**src/rtl/gbnp_pkg.sv**
```systemverilog
// shared types and codes for the grid bucket near pair counter
// used by gbnp_ctrl, gbnp_dp and grid_bucket_near_pair_counter; no dependencies
package gbnp_pkg;

  // configuration register indexes
  localparam logic CFG_GRID_DIM = 1'b0;
  localparam logic CFG_RADIUS   = 1'b1;

  localparam int unsigned GRID_DIM_W   = 7;
  localparam int unsigned RADIUS_W     = 16;
  localparam int unsigned PAIRS_W      = 12;
  localparam int unsigned TOTAL_W      = 32;
  localparam logic [6:0]  GRID_DIM_RST = 7'd1;
  localparam logic [15:0] RADIUS_RST   = 16'd6554;

  typedef enum logic [3:0] {
    ST_CLEAR,
    ST_IDLE,
    ST_CELL,
    ST_NB,
    ST_HEAD,
    ST_WALK,
    ST_SQ,
    ST_CMP,
    ST_LINK_RD,
    ST_LINK_WR,
    ST_DONE
  } state_e;

  // controller to datapath
  typedef struct packed {
    logic in_ready;
    logic load_in;
    logic cell_calc;
    logic nb_step;
    logic head_own;
    logic load_head;
    logic sq;
    logic cmp;
    logic link_wr;
    logic clr_step;
    logic out_load;
  } cmd_t;

  // datapath to controller
  typedef struct packed {
    logic clr_last;
    logic full;
    logic nb_in;
    logic nb_last;
    logic s_end;
    logic out_free;
  } sts_t;

endpackage

```
**src/rtl/gbnp_ctrl.sv**
```systemverilog
// controller state machine sequencing the clear pass, search walk and insertion
// depends on gbnp_pkg
module gbnp_ctrl (
  input  logic           clk_i,
  input  logic           rst_ni,
  input  logic           in_valid_i,
  input  gbnp_pkg::sts_t sts_i,
  output gbnp_pkg::cmd_t cmd_o
);
  import gbnp_pkg::*;

  state_e state_q, state_d;

  always_ff @(posedge clk_i or negedge rst_ni) begin
    if (!rst_ni) begin
      state_q <= ST_CLEAR;
    end else begin
      state_q <= state_d;
    end
  end

  always_comb begin
    state_d = state_q;
    case (state_q)
      ST_CLEAR:   if (sts_i.clr_last) state_d = ST_IDLE;
      ST_IDLE:    if (in_valid_i) state_d = ST_CELL;
      ST_CELL:    state_d = sts_i.full ? ST_DONE : ST_NB;
      ST_NB: begin
        if (sts_i.nb_in) state_d = ST_HEAD;
        else if (sts_i.nb_last) state_d = ST_LINK_RD;
      end
      ST_HEAD:    state_d = ST_WALK;
      ST_WALK: begin
        if (!sts_i.s_end) state_d = ST_SQ;
        else state_d = sts_i.nb_last ? ST_LINK_RD : ST_NB;
      end
      ST_SQ:      state_d = ST_CMP;
      ST_CMP:     state_d = ST_WALK;
      ST_LINK_RD: state_d = ST_LINK_WR;
      ST_LINK_WR: state_d = ST_DONE;
      ST_DONE:    if (sts_i.out_free) state_d = ST_IDLE;
      default:    state_d = ST_CLEAR;
    endcase
  end

  always_comb begin
    cmd_o = '0;
    case (state_q)
      ST_CLEAR:   cmd_o.clr_step = 1'b1;
      ST_IDLE: begin
        cmd_o.in_ready = 1'b1;
        cmd_o.load_in  = in_valid_i;
      end
      ST_CELL:    cmd_o.cell_calc = 1'b1;
      ST_NB:      cmd_o.nb_step = !sts_i.nb_in;
      ST_HEAD:    cmd_o.load_head = 1'b1;
      ST_WALK:    cmd_o.nb_step = sts_i.s_end;
      ST_SQ:      cmd_o.sq = 1'b1;
      ST_CMP:     cmd_o.cmp = 1'b1;
      ST_LINK_RD: cmd_o.head_own = 1'b1;
      ST_LINK_WR: begin
        cmd_o.head_own = 1'b1;
        cmd_o.link_wr  = 1'b1;
      end
      ST_DONE:    cmd_o.out_load = sts_i.out_free;
      default:    ;
    endcase
  end

endmodule

```
**config.mk**
```make
export PLATFORM = sky130hd
export DESIGN_NAME = gbnp_ctrl
export DESIGN_NICKNAME = d
export VERILOG_FILES = /design/src/rtl/gbnp_pkg.sv /design/src/rtl/gbnp_ctrl.sv
export SDC_FILE = /design/constraint.sdc
export NUM_CORES = 1
export LEC_CHECK = 0
export BUFFER_PORTS_ARGS = -buffer_cell sky130_fd_sc_hd__buf_2
export CAP_MARGIN = 20
export CORE_MARGIN = 5
export CORE_UTILIZATION = 35
export DETAILED_ROUTE_END_ITERATION = 8
export PLACE_DENSITY = 0.68
export SLEW_MARGIN = 20
export SYNTH_ARGS = -nofsm -noshare
export SYNTH_HDL_FRONTEND = slang
export SYNTH_SLANG_ARGS = --single-unit
export TNS_END_PERCENT = 100
```
**constraint.sdc**
```tcl
create_clock -name clk_i -period 2.7 [get_ports clk_i]
set_input_delay 0.54 -clock clk_i [delete_from_list [all_inputs] [get_ports clk_i]]
set_output_delay 0.54 -clock clk_i [all_outputs]
set_load 0.005 [all_outputs]
```
Word-level counts from Yosys, hierarchy flattened
Index checks and enable logic that the tools add are counted.

Input port bits: 9. Flip-flop bits (word level): 4.

Multiplexer cells: 19. Reduce and logical (&&, ||, !) cells: 5. Equal/unequal tests: 14.

Operator list (count): one-hot mux 4 bit (10 select lines) (1); 2-to-1 mux 4 bit (8); equality test 4 x 3 -> 1 bit, second input constant (4); equality test 4 bit, second input constant (3); equality test 4 x 2 -> 1 bit, second input constant (2); 2-to-1 mux 1 bit (8); != test 2 bit, second input constant (3); equality test 4 x 1 -> 1 bit, second input constant (1); zero test 4 bit (1); AND reduction 4 bit (1); OR reduction 2 bit (2); != test 3 bit, second input constant (1); 2-to-1 mux 2 bit (1); one-hot mux 1 bit (2 select lines) (1); zero test 1 bit (1).

Logic depth before layout (Yosys ltp)
Gate-level depths: netlist of the first run.

Depth after elaboration: 3. Depth in mapped cells: 5. Gate-level depth less buffers: 4.

Worst setup path before layout of the first run
OpenSTA, ideal clock, no wires.

Path type: reg2reg. Start: register state_q[3]. End: register state_q[0]. Arrival: 1.558 ns. Cell stages (with the launch flop): 6. Data required time: 2.573 ns. Setup slack: 1.015 ns. Cell sequence: dfrtp_1 > or2_1 > buf_6 > a2111oi_4 > or2_1 > mux2_1.

Word-level cells in the longest chain between the ends: 3. Elaborated cells on any way between the ends: 18.

Ends and longest elaborated chain: start: declaration (RTL line gbnp_ctrl.sv:12) `state_e state_q, state_d;`; start signal: assignment (RTL line gbnp_ctrl.sv:18) `state_q <= state_d;`; equality test 4 x 3 -> 1 bit, or another cell as far along (RTL line gbnp_ctrl.sv:24) `case (state_q)`; OR reduction 2 bit (no source line), or another cell as far along; one-hot mux 4 bit (10 select lines) or AND reduction 4 bit (tied branches).

Parallel ways exist; a longest one is shown, timed or not. A chain may end at the register's enable or synchronous reset.

==> run_results.csv, run 1 <==
group,metric,value,unit
status,status,"complete, no violations",
yosys,ys_types,30,
global_routing,grt_pass1_vias,429,
power_and_ir_drop,p_per_area,1030,nW/um^2
global_routing,grt.total_usage,11.7,%
global_routing,gr-total-overflow,0,
timing,relSlewSlack,67.3,%
timing,worst_hold_slack,0.105,ns
finish,synthToLayoutAreaGrowth,24.2,%
floorplan,die_area,2140,um^2
yosys,synth_top_family_by_area,"simple AND/OR/NAND/NOR gates",
power_and_ir_drop,p_clk_share,12.2,%
yosys,async_reset_ff_share,100,%
global_routing,grt_pass1_wl,1840,um
clock_network,insertion_delay,0.23,ns
power_and_ir_drop,ir_worst_vdd,0.000585,V
yosys,synth_warnings,0,
yosys,syn_inst,61,
yosys,synthMuxAreaShare,6.79,%
yosys,synthSimpleGateAreaFrac,40.8,%
global_routing,grt_max_degree,17,
yosys,syn-num-nets,70,
power_and_ir_drop,p_seq_share,29.0,%
clock_network,cts.sinks,4,
clock_network,post_cts_buffers,0,
finish,largest_register_ffs,4,
timing,worst_slew_pin_slew,0.490,ns
floorplan,die_h,46.3,um
power_and_ir_drop,swShare,47.3,%
floorplan,coreArea,1270,um^2
timing,period_share,75.0,%
yosys,synth_seq_cells,4,
yosys,synth_compound_area_share,22.8,%
finish,top_regs,"state_q: 4 flops",
clock_network,cts_root_buf,"clkbuf_4",
clock_network,cts-htree-levels,1,
power_and_ir_drop,p_leak,0.284,nW
yosys,synth_flop_cell,"dfrtp_1",
routing,ant_nets,0,
placement,place_congestion,0.816,
critical_path,cp.arrival,1.49,ns
power_and_ir_drop,cell_internal_pwr,0.310,mW
finish,regMostFlops,"state_q",
clock_network,cts_resized,0,
clock_network,holdBufCountCts,0,
job,max-cap-violations,0,
routing,wl,1130,um
floorplan,die_x,46.3,um
routing,first_iter_violations,14,
timing,fmax,494,MHz
floorplan,fp-row-count,13,
finish,nets,90,
routing,via_per_inst,5.37,
placement,io_buffers,19,
timing,fin_skew,0.00214,ns
finish,drive_gt1_share,30.4,%
timing,hold_viol,0,
routing,vias,505,
yosys,synth_xor_area_share,0,%
timing,fin_setup_tns,0,ns
clock_network,cts_inserted_buffers,3,
timing,finalCriticalPeriod,2.03,ns
critical_path,path_class,"register to primary output",
clock_network,path_clk_slew,0.04,ns
routing,detail_route.wl_per_cell,12.0,um
clock_network,cts_tree,"built",
routing,dr.pass1.iters,4,
yosys,synth_area,460,um^2
hold_path,hold_path_class,"input port to async pin",
critical_path,worstPathMaxFanout,16,
critical_path,cp.required,2.16,ns
floorplan,io_pins,20,
yosys,ys_seq_area_share,21.7,%
timing,finalMaxSlewViolations,0,
power_and_ir_drop,combPwrFrac,58.9,%
critical_path,critPathCaptureType,"primary output",
floorplan,initial_core_util,36.3,%
timing,setup_viol,0,
clock_network,cts_buffer_depth,2,
yosys,synth_area_per_cell,7.55,um^2
critical_path,cp-start-kind,"register",
timing,rsz0062_at_grt,"no",
finish,n_antenna_cell,0,
yosys,synth_adder_area_share,0,%
placement,dp_hpwl,890,um
global_routing,antenna_found_initial,0,
power_and_ir_drop,p_switching,0.278,mW
routing,detail_route.drc_violations,0,
yosys,synth-edff-count,0,
## cell usage in the layout, fill, tap and decap left out, drive strengths merged, types with 2 or more instances in the layout
master,netlist,final
a21oi,4,4
buf,3,19
clkbuf,1,3
dfrtp,4,4
inv,3,3
mux2i,2,2
nand2,2,2
nand2b,4,4
nor2,11,11
nor2b,3,3
nor3,5,5
or2,2,2
## synthesized netlist by cell type (2+ instances only)
library cell	count	area share [%]
a21oi_1	4	4.3
buf_2	2	2.2
dfrtp_1	4	22
inv_1	3	2.4
mux2i_1	2	4.3
nand2_1	2	1.6
nand2b_1	4	5.4
nor2_1	11	9.0
nor2b_1	3	4.1
nor3_1	5	5.4
or2_1	2	2.7
## path summary, 6_finish.rpt
kind | startpoint | end | slack (ns) | depth (start not counted)
min in group clk_i | state_q[3] | state_q[2] | 0.58 | 1
worst min register to register | state_q[3] | state_q[2] | 0.58 | 1
worst max register to register | state_q[2] | state_q[0] | 0.86 | 4
worst max-delay path | state_q[0] | cmd_o[9] | 0.67 | 4
max in group asynchronous | rst_ni | state_q[2] | 2.48 | 1
worst min-delay path | rst_ni | state_q[0] | 0.10 | 1
## power groups by stage
stage	combinational, mW	clock (mW)	sequential [mW]
6_report	0.346	0.0715	0.170
5_1_grt	0.387	0.0825	0.182
4_1_cts	0.347	0.0772	0.169
3_5_place_dp	0.345	0	0.170
3_3_place_gp	0.344	0	0.168
2_1_floorplan	0.329	0	0.110
## stage by stage
step	power (mW)	setup WS, ns	util (%)	std cells	instance area, um^2
after floorplan	0.439	1.01	-	61	460
after detailed placement	0.515	0.854	43.3	91	549
after CTS	0.593	0.660	45.1	94	572
final	0.587	0.674	45.1	94	572
after global routing	0.651	0.475	45.1	94	572
after global placement	0.512	0.873	43.3	91	549
## critical path: stages, from the launching register on
cell	delay, ns
dfrtp_1	0.64
nand2b_1	0.22
nor2_1	0.16
and2_1	0.13
buf_2	0.10
## routing by layer
layer / GRT usage, % / vias up / wire (um)
li1: - / 254 / -
met1: 16.6 / 235 / 515
met2: 16.8 / 16 / 526
met3: 2.73 / 0 / 84
met4: 5.11 / 0 / 0
met5: 0 / - / 0
## logic make-up (layout without fill, tap and decap cells)
kind of cell,Yosys count,in the layout
buf+inv,7,25
flops,4,4
mux,3,3
compound gates,13,13
simple gates,34,34
## cell type report
cell class / instances / area (um^2)
Clock buffer: 3 / 22.5
Fill cell: 147 / 697
Inverter: 3 / 11.3
Multi-Input combinational cell: 50 / 324
Sequential cell: 4 / 100
Tap cell: 15 / 18.8
Timing Repair Buffer: 19 / 95.1
No activity file was read; power rests on OpenSTA's default activity.
==> run 2: changes to the inputs <==
clock period = 1.94 ns   (was 2.7 ns; I/O delays follow)
==> run 2 against run 1 <==
Compared with the run above:
- design area is 4.6% higher
- combinational power is 54% higher
- clock-buffer cell count stayed put
==> run_results.csv, run 2 (same netlist as run 1, synthesis figures left out) <==
group,metric,value,unit
finish,final_common_cell,"buf_2",
routing,detail_route.drc_violations,0,
power_and_ir_drop,p_leak,0.297,nW
finish,n_antenna_cell,0,
global_routing,antenna_found_initial,0,
hold_path,hold_path_class,"input port to async pin",
finish,finish.utilization,47.1,%
finish,largest_register_ffs,4,
finish,num-fill-cells,135,
routing,detail_route.wl_per_cell,11.2,um
timing,hold_viol,0,
floorplan,die_h,46.3,um
clock_network,cts_root_buf,"clkbuf_4",
timing,fin_skew,0.00149,ns
finish,final-seq-area,101,um^2
clock_network,insertion_delay,0.23,ns
floorplan,die_x,46.3,um
critical_path,cp.arrival,1.39,ns
critical_path,cpPeakStageDelay,0.55,ns
timing,finalCriticalPeriod,1.78,ns
finish,synthToLayoutAreaGrowth,29.9,%
global_routing,grt_pass1_vias,437,
finish,nets,93,
floorplan,coreArea,1270,um^2
timing,finalMaxSlewViolations,0,
critical_path,cp.required,1.55,ns
power_and_ir_drop,ir_worst_vdd,0.000737,V
critical_path,crit_chain,"nand2b_1, nor2_1, and2_1, buf_2",
timing,fin_ws,0.162,ns
floorplan,die_area,2140,um^2
finish,top_regs,"state_q: 4 flops",
routing,vias,499,
routing,ant_nets,0,
routing,wl,1090,um
critical_path,worstPathMaxFanout,11,
global_routing,grt_pass1_wl,1750,um
timing,fin_setup_tns,0,ns
routing,dr.pass1.iters,4,
clock_network,path_clk_slew,0.04,ns
timing,setup_viol,0,
critical_path,regToRegSetupSlack,0.27,ns
finish,regMostFlops,"state_q",
timing,rsz0062_at_grt,"no",
timing,worst_hold_slack,0.497,ns
floorplan,io_pins,20,
finish,final_cell_mix,"19 x buf_2, 11 x nor2_1, 5 x nor3_1",
routing,via_per_inst,5.14,
floorplan,fp-row-count,13,
clock_network,cts_inserted_buffers,3,
placement,place_congestion,0.800,
timing,worst_slew_pin_slew,0.364,ns
critical_path,critPathTopFamily,"flip-flops",
critical_path,cp-start-kind,"register",
timing,fmax,562,MHz
status,status,"complete, no violations",
placement,dp.cells,93,
critical_path,timing.critical_path.buf_inv,1,
global_routing,grt_max_degree,17,
global_routing,gr-total-overflow,0,
critical_path,worst_path_max_delay_cell,"dfrtp_1",
placement,io_buffers,19,
clock_network,cts_tree,"built",
critical_path,critPathCaptureType,"primary output",
finish,drive_gt1_share,32.9,%
job,max-cap-violations,0,
finish,stdcell_count,97,
placement,dp_hpwl,894,um
routing,first_iter_violations,10,
power_and_ir_drop,p_per_area,1400,nW/um^2
critical_path,path_class,"register to primary output",
global_routing,grt.total_usage,11.3,%
placement,post-place-ws,0.250,ns
timing,period_share,91.6,%
timing,relSlewSlack,75.7,%
clock_network,cts.sinks,4,
floorplan,initial_core_util,36.3,%
clock_network,cts_buffer_depth,2,
finish,multi_input_area,324,um^2
clock_network,cts-htree-levels,1,
## run 2: cell types whose count changed in the layout (fill, tap and decap cells not counted)
| cell | delta |
|---|---|
| buf_4 | +2 |
| dfrtp_1 | -1 |
| dfrtp_2 | +1 |
| dlygate4sd3_1 | +1 |
## run 2: layer usage
layer,global-route usage [%],share of wire (%),vias to the layer above
met1,13.5,46,227
li1,-,-,261
met5,0,0,-
met4,7.95,0,0
met2,17.6,48,11
met3,2.73,6.2,0
## run 2: through the flow
stage	power, mW	area, um^2
floorplan	0.611	460
global placement	0.735	564
detailed placement	0.741	564
CTS	0.846	597
global route	0.924	598
finish	0.836	598
## run 2: cell type report
type / count / area share, %
clock buffer: 3 / 3.77
sequential: 4 / 16.9
inverter: 3 / 1.88
timing repair buffer: 22 / 20.1
tap: 15 / 3.14
multi-input combinational: 50 / 54.2
## run 2: repair_timing
item                                    4_1_cts  5_1_grt
setup buffers                                 0        0
endpoints found under the setup margin        0        1
gates resized for setup                       0        1
hold buffers                                  1        0
endpoints found under the hold margin         4        0
## run 2: report_power, final
group | total [mW] | internal (mW) | switching, mW | leakage [nW]
Sequential | 0.206 | 0.123 | 0.0824 | 0.0495
Combinational | 0.532 | 0.261 | 0.272 | 0.234
Clock | 0.0983 | 0.0689 | 0.0294 | 0.0138
Total | 0.836 | 0.453 | 0.383 | 0.297
## run 2: path summary, 6_finish.rpt
| path | from | end | depth (start not counted) |
|---|---|---|---|
| max | state_q[1] | cmd_o[9] | 4 |
| min | rst_ni | state_q[1] | 2 |
| max reg2reg | state_q[3] | state_q[0] | 4 |
| min reg2reg | state_q[3] | state_q[2] | 2 |
| max in group asynchronous | rst_ni | state_q[0] | 2 |
| min in group clk_i | sts_i[0] | state_q[3] | 3 |
